===== src/sv/a85_pkg.sv =====
package a85_pkg;

  // Character codes
  localparam logic [7:0] CH_BANG  = 8'h21;
  localparam logic [7:0] CH_U     = 8'h75;
  localparam logic [7:0] CH_Z     = 8'h7A;
  localparam logic [7:0] CH_LT    = 8'h3C;
  localparam logic [7:0] CH_GT    = 8'h3E;
  localparam logic [7:0] CH_TILDE = 8'h7E;
  localparam logic [7:0] CH_SP    = 8'h20;
  localparam logic [7:0] CH_TAB   = 8'h09;
  localparam logic [7:0] CH_NL    = 8'h0A;

  // Base-85 weights for one, two and three padding digits
  localparam logic [19:0] POW85_1 = 20'd85;
  localparam logic [19:0] POW85_2 = 20'd7225;
  localparam logic [19:0] POW85_3 = 20'd614125;

  typedef enum logic [1:0] {
    KIND_BYTE = 2'd0,
    KIND_DONE = 2'd1,
    KIND_ERR  = 2'd2
  } kind_t;

  typedef enum logic [2:0] {
    ERR_BAD_START = 3'd0,
    ERR_BAD_END   = 3'd1,
    ERR_BAD_CHAR  = 3'd2,
    ERR_TRAILING  = 3'd3,
    ERR_OVERFLOW  = 3'd4,
    ERR_LONE      = 3'd5
  } err_t;

  // What follows the data bytes of a result group
  typedef enum logic [1:0] {
    TAIL_NONE = 2'd0,
    TAIL_DONE = 2'd1,
    TAIL_ERR  = 2'd2
  } tail_t;

  // One group of results: nbytes bytes from the top of word, then the tail
  typedef struct packed {
    logic [31:0] word;
    logic [2:0]  nbytes;
    tail_t       tail;
    err_t        code;
  } grp_t;

endpackage


===== src/sv/ascii85_stream_decoder.sv =====
// Channel  Dir  tdata                              tuser      tlast
// s_*      in   [7:0] in_char                      -          end_of_input
// m_*      out  [7:0] out_byte, [10:8] error_code  [1:0] kind last
//
// One character is taken per cycle into an input register; the base-85 step
// (one 32x20 multiply-add) and the result group are settled before the next edge.
// A character that causes results waits in the input register until the group
// before it has fully drained (up to four transfers, one result per transfer);
// characters with no result retire even while results wait.
// Synchronous active-high reset returns to awaiting the opening delimiter.
// Stalls on m_tready back up into s_tready; nothing is dropped.
module ascii85_stream_decoder (
  input  logic        clk,
  input  logic        rst,
  input  logic        s_tvalid,
  output logic        s_tready,
  input  logic [7:0]  s_tdata,   // [7:0] in_char
  input  logic        s_tlast,
  output logic        m_tvalid,
  input  logic        m_tready,
  output logic [15:0] m_tdata,   // [7:0] out_byte, [10:8] error_code, rest zero
  output logic [1:0]  m_tuser,   // [1:0] kind
  output logic        m_tlast
);
  import a85_pkg::*;

  logic grp_valid;
  logic grp_free;
  grp_t grp;

  a85_decode u_decode (
    .clk       (clk),
    .rst       (rst),
    .s_tvalid  (s_tvalid),
    .s_tready  (s_tready),
    .s_tdata   (s_tdata),
    .s_tlast   (s_tlast),
    .grp_free  (grp_free),
    .grp_valid (grp_valid),
    .grp       (grp)
  );

  a85_serial u_serial (
    .clk       (clk),
    .rst       (rst),
    .grp_valid (grp_valid),
    .grp       (grp),
    .grp_free  (grp_free),
    .m_tvalid  (m_tvalid),
    .m_tready  (m_tready),
    .m_tdata   (m_tdata),
    .m_tuser   (m_tuser),
    .m_tlast   (m_tlast)
  );

endmodule


===== src/sv/a85_decode.sv =====
module a85_decode (
  input  logic          clk,
  input  logic          rst,
  input  logic          s_tvalid,
  output logic          s_tready,
  input  logic [7:0]    s_tdata,
  input  logic          s_tlast,
  input  logic          grp_free,
  output logic          grp_valid,
  output a85_pkg::grp_t grp
);
  import a85_pkg::*;

  typedef enum logic [2:0] {
    PH_WAIT_LT = 3'd0,
    PH_WAIT_TL = 3'd1,
    PH_BODY    = 3'd2,
    PH_TILDE   = 3'd3,
    PH_CLOSED  = 3'd4,
    PH_DONE    = 3'd5,
    PH_ERROR   = 3'd6
  } phase_t;

  phase_t      phase, phase_next;
  logic [31:0] tuple_value, tuple_next;
  logic [2:0]  digit_count, digit_count_next;
  logic        in_valid;
  logic [7:0]  in_char;
  logic        in_eoi;

  logic        emit;
  logic        consume;
  logic        is_space;
  logic        is_digit;
  logic [6:0]  digit;
  logic [19:0] mul_k;
  logic [19:0] add_k;
  logic [51:0] prod;
  logic [51:0] sum;
  logic        ovf;

  // Shared multiply-add: digit step in the body, padding at end of input
  always_comb begin
    unique case (digit_count)
      3'd2:    mul_k = POW85_3;
      3'd3:    mul_k = POW85_2;
      default: mul_k = POW85_1;
    endcase
    if (!in_eoi) begin
      mul_k = POW85_1;
    end
  end

  assign digit    = 7'(in_char - CH_BANG);
  assign add_k    = in_eoi ? (mul_k - 20'd1) : {13'd0, digit};
  assign prod     = tuple_value * mul_k;
  assign sum      = prod + {32'd0, add_k};
  assign ovf      = |sum[51:32];
  assign is_space = (in_char == CH_SP) || (in_char == CH_TAB) || (in_char == CH_NL);
  assign is_digit = (in_char >= CH_BANG) && (in_char <= CH_U);

  // Next state and result group for the held character
  always_comb begin
    phase_next       = phase;
    tuple_next       = tuple_value;
    digit_count_next = digit_count;
    emit             = 1'b0;
    grp.word         = sum[31:0];
    grp.nbytes       = 3'd0;
    grp.tail         = TAIL_NONE;
    grp.code         = ERR_BAD_START;
    if (in_eoi) begin
      unique case (phase)
        PH_WAIT_LT, PH_WAIT_TL: begin
          emit = 1'b1; grp.tail = TAIL_ERR; grp.code = ERR_BAD_START;
          phase_next = PH_ERROR;
        end
        PH_BODY: begin
          emit = 1'b1; grp.tail = TAIL_ERR; grp.code = ERR_BAD_END;
          phase_next = PH_ERROR;
        end
        PH_TILDE: begin
          emit = 1'b1; grp.tail = TAIL_ERR; grp.code = ERR_BAD_CHAR;
          phase_next = PH_ERROR;
        end
        PH_CLOSED: begin
          emit = 1'b1;
          if (digit_count == 3'd1) begin
            grp.tail = TAIL_ERR; grp.code = ERR_LONE;
            phase_next = PH_ERROR;
          end else if (digit_count != 3'd0 && ovf) begin
            grp.tail = TAIL_ERR; grp.code = ERR_OVERFLOW;
            phase_next = PH_ERROR;
          end else begin
            if (digit_count != 3'd0) begin
              grp.nbytes = digit_count - 3'd1;
            end
            grp.tail         = TAIL_DONE;
            phase_next       = PH_DONE;
            tuple_next       = 32'd0;
            digit_count_next = 3'd0;
          end
        end
        default: ;
      endcase
    end else begin
      unique case (phase)
        PH_WAIT_LT: begin
          if (in_char == CH_LT) begin
            phase_next = PH_WAIT_TL;
          end else if (!is_space) begin
            emit = 1'b1; grp.tail = TAIL_ERR; grp.code = ERR_BAD_START;
            phase_next = PH_ERROR;
          end
        end
        PH_WAIT_TL: begin
          if (in_char == CH_TILDE) begin
            phase_next = PH_BODY;
          end else begin
            emit = 1'b1; grp.tail = TAIL_ERR; grp.code = ERR_BAD_START;
            phase_next = PH_ERROR;
          end
        end
        PH_BODY: begin
          if (is_space) begin
            phase_next = PH_BODY;
          end else if (in_char == CH_Z) begin
            emit = 1'b1;
            if (digit_count != 3'd0) begin
              grp.tail = TAIL_ERR; grp.code = ERR_BAD_CHAR;
              phase_next = PH_ERROR;
            end else begin
              grp.word = 32'd0; grp.nbytes = 3'd4;
            end
          end else if (in_char == CH_TILDE) begin
            phase_next = PH_TILDE;
          end else if (!is_digit) begin
            emit = 1'b1; grp.tail = TAIL_ERR; grp.code = ERR_BAD_CHAR;
            phase_next = PH_ERROR;
          end else if (ovf) begin
            emit = 1'b1; grp.tail = TAIL_ERR; grp.code = ERR_OVERFLOW;
            phase_next = PH_ERROR;
          end else if (digit_count == 3'd4) begin
            emit = 1'b1; grp.nbytes = 3'd4;
            tuple_next       = 32'd0;
            digit_count_next = 3'd0;
          end else begin
            tuple_next       = sum[31:0];
            digit_count_next = digit_count + 3'd1;
          end
        end
        PH_TILDE: begin
          if (in_char == CH_GT) begin
            phase_next = PH_CLOSED;
          end else begin
            emit = 1'b1; grp.tail = TAIL_ERR; grp.code = ERR_BAD_CHAR;
            phase_next = PH_ERROR;
          end
        end
        PH_CLOSED: begin
          if (!is_space) begin
            emit = 1'b1; grp.tail = TAIL_ERR; grp.code = ERR_TRAILING;
            phase_next = PH_ERROR;
          end
        end
        default: ;
      endcase
    end
  end

  // Items without results retire at once; others wait for a free group slot
  assign consume   = in_valid && (grp_free || !emit);
  assign grp_valid = in_valid && emit && grp_free;
  assign s_tready  = !in_valid || consume;

  // Hold the input item and the decoder state
  always_ff @(posedge clk) begin
    if (rst) begin
      in_valid    <= 1'b0;
      phase       <= PH_WAIT_LT;
      tuple_value <= 32'd0;
      digit_count <= 3'd0;
    end else begin
      if (s_tvalid && s_tready) begin
        in_valid <= 1'b1;
      end else if (consume) begin
        in_valid <= 1'b0;
      end
      if (consume) begin
        phase       <= phase_next;
        tuple_value <= tuple_next;
        digit_count <= digit_count_next;
      end
    end
  end

  always_ff @(posedge clk) begin
    if (s_tvalid && s_tready) begin
      in_char <= s_tdata;
      in_eoi  <= s_tlast;
    end
  end

  a_dcnt_range: assert property (@(posedge clk) disable iff (rst)
    digit_count <= 3'd4)
    else $error("digit count above four");

  a_grp_from_item: assert property (@(posedge clk) disable iff (rst)
    grp_valid |-> (in_valid && grp_free))
    else $error("result group without a held item");

  a_error_sticky: assert property (@(posedge clk) disable iff (rst)
    (phase == PH_ERROR) |=> (phase == PH_ERROR))
    else $error("error state left before reset");

endmodule


===== src/sv/a85_serial.sv =====
module a85_serial (
  input  logic          clk,
  input  logic          rst,
  input  logic          grp_valid,
  input  a85_pkg::grp_t grp,
  output logic          grp_free,
  output logic          m_tvalid,
  input  logic          m_tready,
  output logic [15:0]   m_tdata,
  output logic [1:0]    m_tuser,
  output logic          m_tlast
);
  import a85_pkg::*;

  logic [31:0] word;
  logic [2:0]  nbytes;
  tail_t       tail;
  err_t        code;
  logic        xfer;
  kind_t       kind;
  logic [7:0]  out_byte;
  logic [2:0]  out_code;

  assign m_tvalid = (nbytes != 3'd0) || (tail != TAIL_NONE);
  assign m_tlast  = (nbytes == 3'd0) || ((nbytes == 3'd1) && (tail == TAIL_NONE));
  assign xfer     = m_tvalid && m_tready;
  assign grp_free = !m_tvalid || (xfer && m_tlast);

  // Select the current result: bytes first, then the tail
  always_comb begin
    if (nbytes != 3'd0) begin
      kind     = KIND_BYTE;
      out_byte = word[31:24];
      out_code = 3'd0;
    end else if (tail == TAIL_ERR) begin
      kind     = KIND_ERR;
      out_byte = 8'd0;
      out_code = code;
    end else begin
      kind     = KIND_DONE;
      out_byte = 8'd0;
      out_code = 3'd0;
    end
  end

  assign m_tdata = {5'd0, out_code, out_byte};
  assign m_tuser = kind;

  // Load a new group or advance one result per transfer
  always_ff @(posedge clk) begin
    if (rst) begin
      nbytes <= 3'd0;
      tail   <= TAIL_NONE;
    end else if (grp_valid) begin
      nbytes <= grp.nbytes;
      tail   <= grp.tail;
    end else if (xfer) begin
      if (nbytes != 3'd0) begin
        nbytes <= nbytes - 3'd1;
      end else begin
        tail <= TAIL_NONE;
      end
    end
  end

  always_ff @(posedge clk) begin
    if (grp_valid) begin
      word <= grp.word;
      code <= grp.code;
    end else if (xfer && nbytes != 3'd0) begin
      word <= {word[23:0], 8'd0};
    end
  end

  a_load_when_free: assert property (@(posedge clk) disable iff (rst)
    grp_valid |-> grp_free)
    else $error("result group loaded over pending results");

  a_tail_zero_byte: assert property (@(posedge clk) disable iff (rst)
    (m_tvalid && m_tuser != KIND_BYTE) |-> (m_tdata[7:0] == 8'd0))
    else $error("status result carries a nonzero byte");

  a_drain_empty: assert property (@(posedge clk) disable iff (rst)
    (xfer && m_tlast && !grp_valid) |=> !m_tvalid)
    else $error("results left after final transfer of a group");

endmodule

===== config.mk =====
export PLATFORM = sky130hd
export DESIGN_NAME = ascii85_stream_decoder
export DESIGN_NICKNAME = d
export VERILOG_FILES = /design/src/sv/a85_pkg.sv /design/src/sv/ascii85_stream_decoder.sv /design/src/sv/a85_decode.sv /design/src/sv/a85_serial.sv
export SDC_FILE = /design/constraint.sdc
export NUM_CORES = 1
export LEC_CHECK = 0
export BUFFER_PORTS_ARGS = -buffer_cell sky130_fd_sc_hd__buf_2
export CORE_AREA = 2 2 201 203
export CTS_BUF_LIST = sky130_fd_sc_hd__clkbuf_2
export CTS_CLUSTER_DIAMETER = 200
export DETAILED_ROUTE_END_ITERATION = 16
export DIE_AREA = 0 0 203 205
export PLACE_DENSITY = 0.81
export SYNTH_ARGS = -nofsm -noshare
export SYNTH_HDL_FRONTEND = slang
export SYNTH_SLANG_ARGS = --single-unit

===== constraint.sdc =====
create_clock -name clk -period 14.6 [get_ports clk]
set_clock_uncertainty 0.15 [all_clocks]
set_input_delay 2.92 -clock clk [delete_from_list [all_inputs] [get_ports clk]]
set_output_delay 2.92 -clock clk [all_outputs]
set_load 0.01 [all_outputs]

==> flow_summary.ini, run 1 <==
[synth]
synth_seq_cells = 88
synth_cells = 2363
synth_area_leaders = fa_1 34%, ha_1 19%, inv_1 12%
synth_cell_types = 86
yosysSeqAreaShare_pct = 10.3
synth-edff-count = 44
synth_top_cell_by_area = fa_1
netlist_area_um2 = 21400
ys.flop_type = edfxtp_1
synth.avg_cell_area_um2 = 9.06
yosys_warnings = 0
synthArstFlopShare_pct = 0
synth_top_area_share_pct = 33.8

[critical_path]
cp.required_ns = 11.53
cp-start-kind = register
crit_slowest_cell = nor2_1
cp-end-kind = output port
crit_fanout = 17
critPathKind = reg2out
max_stage_delay_ns = 1.33
arrival_ns = 11.11

[routing]
routed_wl_mm = 55.1
viasPerCell = 5.52
drt_iter0_drc = 1196
drc_errors = 0
drt-wirelength-per-cell_um = 19.1
vias = 15900
ant_nets = 0
drtPass1Iterations = 6

[die]
dieArea_um2 = 41600
ioPinCount = 34
num_rows = 73
dieWidth_um = 203
die_h_um = 205
start_util_pct = 54.4
core_um2 = 39400

[power_and_ir_drop]
ir_drop_uv = 59.1
p_leak_nw = 11.6
power_mw = 0.911
power_density_nw_per_um2 = 41.3

[clocking]
clock-sinks = 88
insertion_delay_ns = 0.61
clk_pin_slew_ns = 0.29
cts-hold-fix-buffers = 0
cts_tree = yes
root_buffer = clkbuf_2
cts_made_buffers = 9
cts_buffer_depth = 2
htree_levels = 3

[timing]
rsz0062_at_grt = false
fmax_mhz = 70.5
period_minus_slack_ns = 14.18
tightest_slew_ns = 1.49
hold_viol = 0
setup_tns_ns = 0
finalSetupViolations = 0
slew-limit-headroom_pct = 0.467
worst_hold_slack_ns = 0.360
slew_violations = 0
period_share_pct = 97.1

[finish]
mostFrequentLayoutCells = 682 x inv_1, 362 x fa_1, 319 x ha_1
instances_no_fill = 2877
final_common_cell = inv_1
fillers = 3391
post-route-util_pct = 56.0
nets = 3040
area_delta_synth_final_pct = 2.94
drive_above_1_share_pct = 3.66

[run_status]
status = finished, violations left
failed_checks = max-capacitance violations

[global_route]
overflow = 0
grt_pass1_wl_mm = 89.9
grt_usage_pct = 27.8
grt_start_max_net_pins = 49
grt_pass1_vias = 17200
grt_antenna_before_repair = 1

[hold_path]
hp-class = reg2reg

[place]
portBuffers = 28
dp_cells = 2860
place_congestion = 1.01
dp_hpwl_mm = 47.4

[run]
cap_violations = 1
==> final timing paths <==
kind	start	end	slack, ns	cells past startpoint
worst min-delay path	u_decode.tuple_value[8]	u_decode.tuple_value[8]	0.36	2
worst max-delay path	u_decode.digit_count[0]	s_tready	0.42	32
worst min register to register	u_decode.tuple_value[8]	u_decode.tuple_value[8]	0.36	2
worst max register to register	u_decode.digit_count[0]	u_decode.tuple_value[31]	2.14	33
==> state kept, by name, indices dropped and copies added, names as in the netlist <==
signal / cells
u_serial.word: 32
u_decode.in_char: 8
u_decode.tuple_value: 32
u_decode.in_valid: 1
u_decode.phase: 3
u_serial.tail: 2
u_decode.in_eoi: 1
u_decode.digit_count: 3
u_serial.nbytes: 3
u_serial.code: 3
==> metal layers <==
| layer | track usage, % | vias to the layer above | routed length, um | share of wire [%] |
|---|---|---|---|---|
| met5 | 0 | - | 0 | 0 |
| met2 | 47.3 | 622 | 26600 | 48 |
| met4 | 11.5 | 0 | 2470 | 4.5 |
| li1 | - | 7297 | - | - |
| met1 | 35.8 | 7828 | 22400 | 41 |
| met3 | 4.14 | 142 | 3560 | 6.5 |
==> cell type report <==
type                    count  area [um2]  area share [%]
inverters                 683        2570            11.6
well taps                 525         657            2.98
clock inverters             6        97.6           0.443
clock buffers              10        50.0           0.227
flip-flops and latches     88        2200            9.99
multi-input cells        1529       16300            73.8
diodes                      1        2.50          0.0114
repair buffers             35         193           0.874
==> cell families after synthesis <==
logic type | share of synthesized area, %
flip-flops | 10.3
XOR/XNOR | 1.96
AO/OA/AOI/OAI | 8.37
AND/OR/NAND/NOR | 11.7
adder cells (fa/ha/maj) | 52.5
multiplexers | 1.26
buffers and inverters | 13.9
other | 0.0175
==> critical path: cells and delay by family, from the launching register on <==
kind / cells / cell delay [ns]
adders and majority gates: 9 / 4.18
buffers and inverters: 9 / 0.81
DFF: 1 / 0.39
AOI/OAI and AO/OA: 5 / 1.37
and+or+nand+nor: 9 / 3.76
==> repair_timing <==
item	4_1_cts	5_1_grt
resized for setup	0	2
setup endpoints to repair	0	1
endpoints found under the hold margin	0	0
buffers inserted	0	0
==> where the power goes <==
group	internal (mW)	switching [mW]	total (mW)
clock	0.0606	0.0997	0.160
combinational	0.125	0.231	0.356
sequential	0.354	0.0404	0.394
==> metrics by stage <==
stage | setup slack [ns] | area (um2)
after floorplan | 2.88 | 21400
after detailed placement | 1.15 | 21900
final | 0.421 | 22000
after CTS | 0.467 | 22000
after global placement | 1.47 | 21900
after global routing | 0.0736 | 22000
==> cell usage after synthesis (28+ instances only) <==
cell / n
clkbuf_1: 36
o31ai_1: 39
o21ai_0: 42
nand2b_1: 49
edfxtp_1: 44
xnor2_1: 28
nor2_1: 110
ha_1: 319
fa_1: 362
and2_1: 36
nand2_1: 155
a21oi_1: 76
inv_1: 682
dfxtp_1: 44
Power figures use the tool's default switching activity.
==> run 2, diff against run 1 <==
Settings changed: ABC_AREA set to 1, CORE_AREA 2 2 201 203 to 2 2 155 271, DIE_AREA 0 0 203 205 to 0 0 157 273, PLACE_DENSITY 0.81 to 0.82.
==> flow_summary.ini, run 2 <==
[place]
portBuffers = 28
place_ws_ns = 2.06
dp_hpwl_mm = 54.5
dp_cells = 3456
place_area_um2 = 22900
place_congestion = 1.04

[finish]
mostFrequentLayoutCells = 903 x inv_1, 522 x nand2_1, 362 x fa_1
final_common_cell = inv_1
postLayoutCellArea_um2 = 23000
largestRegisters = u_decode.tuple_value (32), u_serial.word (32), u_decode.in_char (8)
instances_no_fill = 3473
area_delta_synth_final_pct = 3.66
nets = 3611
drive_above_1_share_pct = 3.80

[die]
start_util_pct = 54.7
die_h_um = 273
num_rows = 98
dieArea_um2 = 42900
ioPinCount = 34
core_um2 = 40600
dieWidth_um = 157

[power_and_ir_drop]
pwr-share-clk_pct = 11.4
internal-power_mw = 0.616
pwr-share-seq_pct = 31.4
ir_drop_uv = 89.4
power_density_nw_per_um2 = 54.0
p_leak_nw = 13.2
combPwrFrac_pct = 57.2
switching_share_pct = 50.4
p_sw_mw = 0.625

[synth]
synth_top_area_share_pct = 32.7
yosysSeqAreaShare_pct = 9.92
yosys_warnings = 0
synthArstFlopShare_pct = 0
synth_simple_gate_area_share_pct = 17.6
synth.most_common_cell = inv_1
synth-compound-area-share_pct = 3.75
synthXorXnorAreaFrac_pct = 1.18
synth_top_family_by_area = adder cells
synth_cell_types = 43
synth.avg_cell_area_um2 = 7.64
synth_common_cells = 903 x inv_1, 522 x nand2_1, 362 x fa_1
ys.flop_type = edfxtp_1
synth-edff-count = 44
netlist_area_um2 = 22200
synthAdderAreaFrac_pct = 50.6
synth_mux_area_share_pct = 0
synth_cells = 2906
synth_seq_cells = 88
synth_top_cell_by_area = fa_1
synth_area_leaders = fa_1 33%, ha_1 18%, inv_1 15%

[timing]
timing.final.ws_setup_ns = 1.12
tightest_slew_ns = 1.04
period_minus_slack_ns = 13.48
worst_hold_slack_ns = 0.371
hold_viol = 0
finalSetupViolations = 0
fmax_mhz = 74.2
setup_tns_ns = 0
slew_violations = 0
rsz0062_at_grt = false
slew-limit-headroom_pct = 30.6
period_share_pct = 92.4

[critical_path]
max_stage_delay_ns = 0.78
crit_slowest_cell = edfxtp_1
reg2reg_setup_slack_ns = 3.55
crit_family = adder cells
worst-path-buf-inv = 12
cp-end-kind = output port
reg2reg_from = u_decode.in_eoi
cp-start-kind = register
crit_fanout = 29
cp.required_ns = 11.53
regToRegEndpoint = u_serial.word[8]
cpMostUsedCell = inv_1
arrival_ns = 10.41
critPathKind = reg2out
ff2ff_path_depth = 40

[routing]
viasPerCell = 5.10
ant_nets = 0
vias = 17700
routed_wl_mm = 61.2
drc_errors = 2
drtPass1Iterations = 14
drt_iter0_drc = 1107
drt-wirelength-per-cell_um = 17.6

[clocking]
root_buffer = clkbuf_2
cts_resized = 0
cts_made_buffers = 9
insertion_delay_ns = 0.74
htree_levels = 3
cts_buffer_depth = 2
cts_tree = yes
clock-sinks = 88
cts-hold-fix-buffers = 0
postCtsSetupBuffers = 0
clk_pin_slew_ns = 0.33

[global_route]
grt_usage_pct = 29.8
grt_antenna_before_repair = 1
overflow = 0
grt_pass1_vias = 19000
grt_start_max_net_pins = 71
grt_pass1_wl_mm = 96.8

[hold_path]
hp-class = reg2reg
whs_endpoint = u_serial.tail[0]
hp-start = u_serial.tail[0]
hold_depth = 2

[run_status]
failed_checks = design-rule violations
status = finished, violations left

[run]
cap_violations = 0
run 2: power groups by stage:
stage,logic [mW],registers [mW],clock network (mW)
CTS,0.710,0.389,0.143
global route,0.789,0.397,0.152
finish,0.710,0.390,0.141
floorplan,0.489,0.384,0
detailed placement,0.704,0.394,0
global placement,0.695,0.393,0
run 2: worst max path at each step:
stage / depth (start not counted) / slack (ns) / to / from
floorplan: 40 / 4.05 / s_tready / u_decode.digit_count[0]
global route: 38 / 0.59 / s_tready / u_decode.in_eoi
detailed placement: 39 / 2.06 / s_tready / u_decode.in_eoi
global placement: 39 / 2.17 / s_tready / u_decode.in_eoi
CTS: 39 / 1.17 / s_tready / u_decode.in_eoi
finish: 38 / 1.12 / s_tready / u_decode.in_eoi
run 2: kinds of logic (layout without fill, tap and decap cells):
| group | count (synthesis) | in the layout |
|---|---|---|
| other cells | 1 | 6 |
| fa+ha+maj | 681 | 681 |
| flops | 88 | 88 |
| simple gates | 970 | 970 |
| compound gates | 156 | 156 |
| xor+xnor | 30 | 30 |
| buf+inv | 980 | 992 |
run 2: stage by stage:
step / power, mW / util, %
2_1_floorplan: 0.873 / -
3_3_place_gp: 1.09 / 56.4
3_5_place_dp: 1.10 / 56.4
4_1_cts: 1.24 / 56.7
5_1_grt: 1.34 / 56.7
6_report: 1.24 / 56.7
run 2: area by class of cell:
class	instances	area [um2]
clock inverter	7	76.3
timing repair buffer	36	200
tap	550	688
fill	3668	17600
multi-input combinational	1842	16300
clock buffer	9	45.0
antenna	1	2.50
inverter	940	3530
sequential	88	2200
run 2: worst register-to-register path, delay by kind of cell, from the launching register on:
family                   cells  cell delay, ns
flip-flops                   1            0.78
adder cells (fa/ha/maj)      8            3.89
buffers and inverters       11            1.77
AO/OA/AOI/OAI                1            0.27
AND/OR/NAND/NOR             20            3.91
run 2: metal layers:
layer	vias up	share of wire [%]	global-route usage (%)
li1	8464	-	-
met1	8304	33	29.2
met2	628	52	53.9
met3	328	4.2	3.69
met4	0	11	26.8
met5	-	0	0
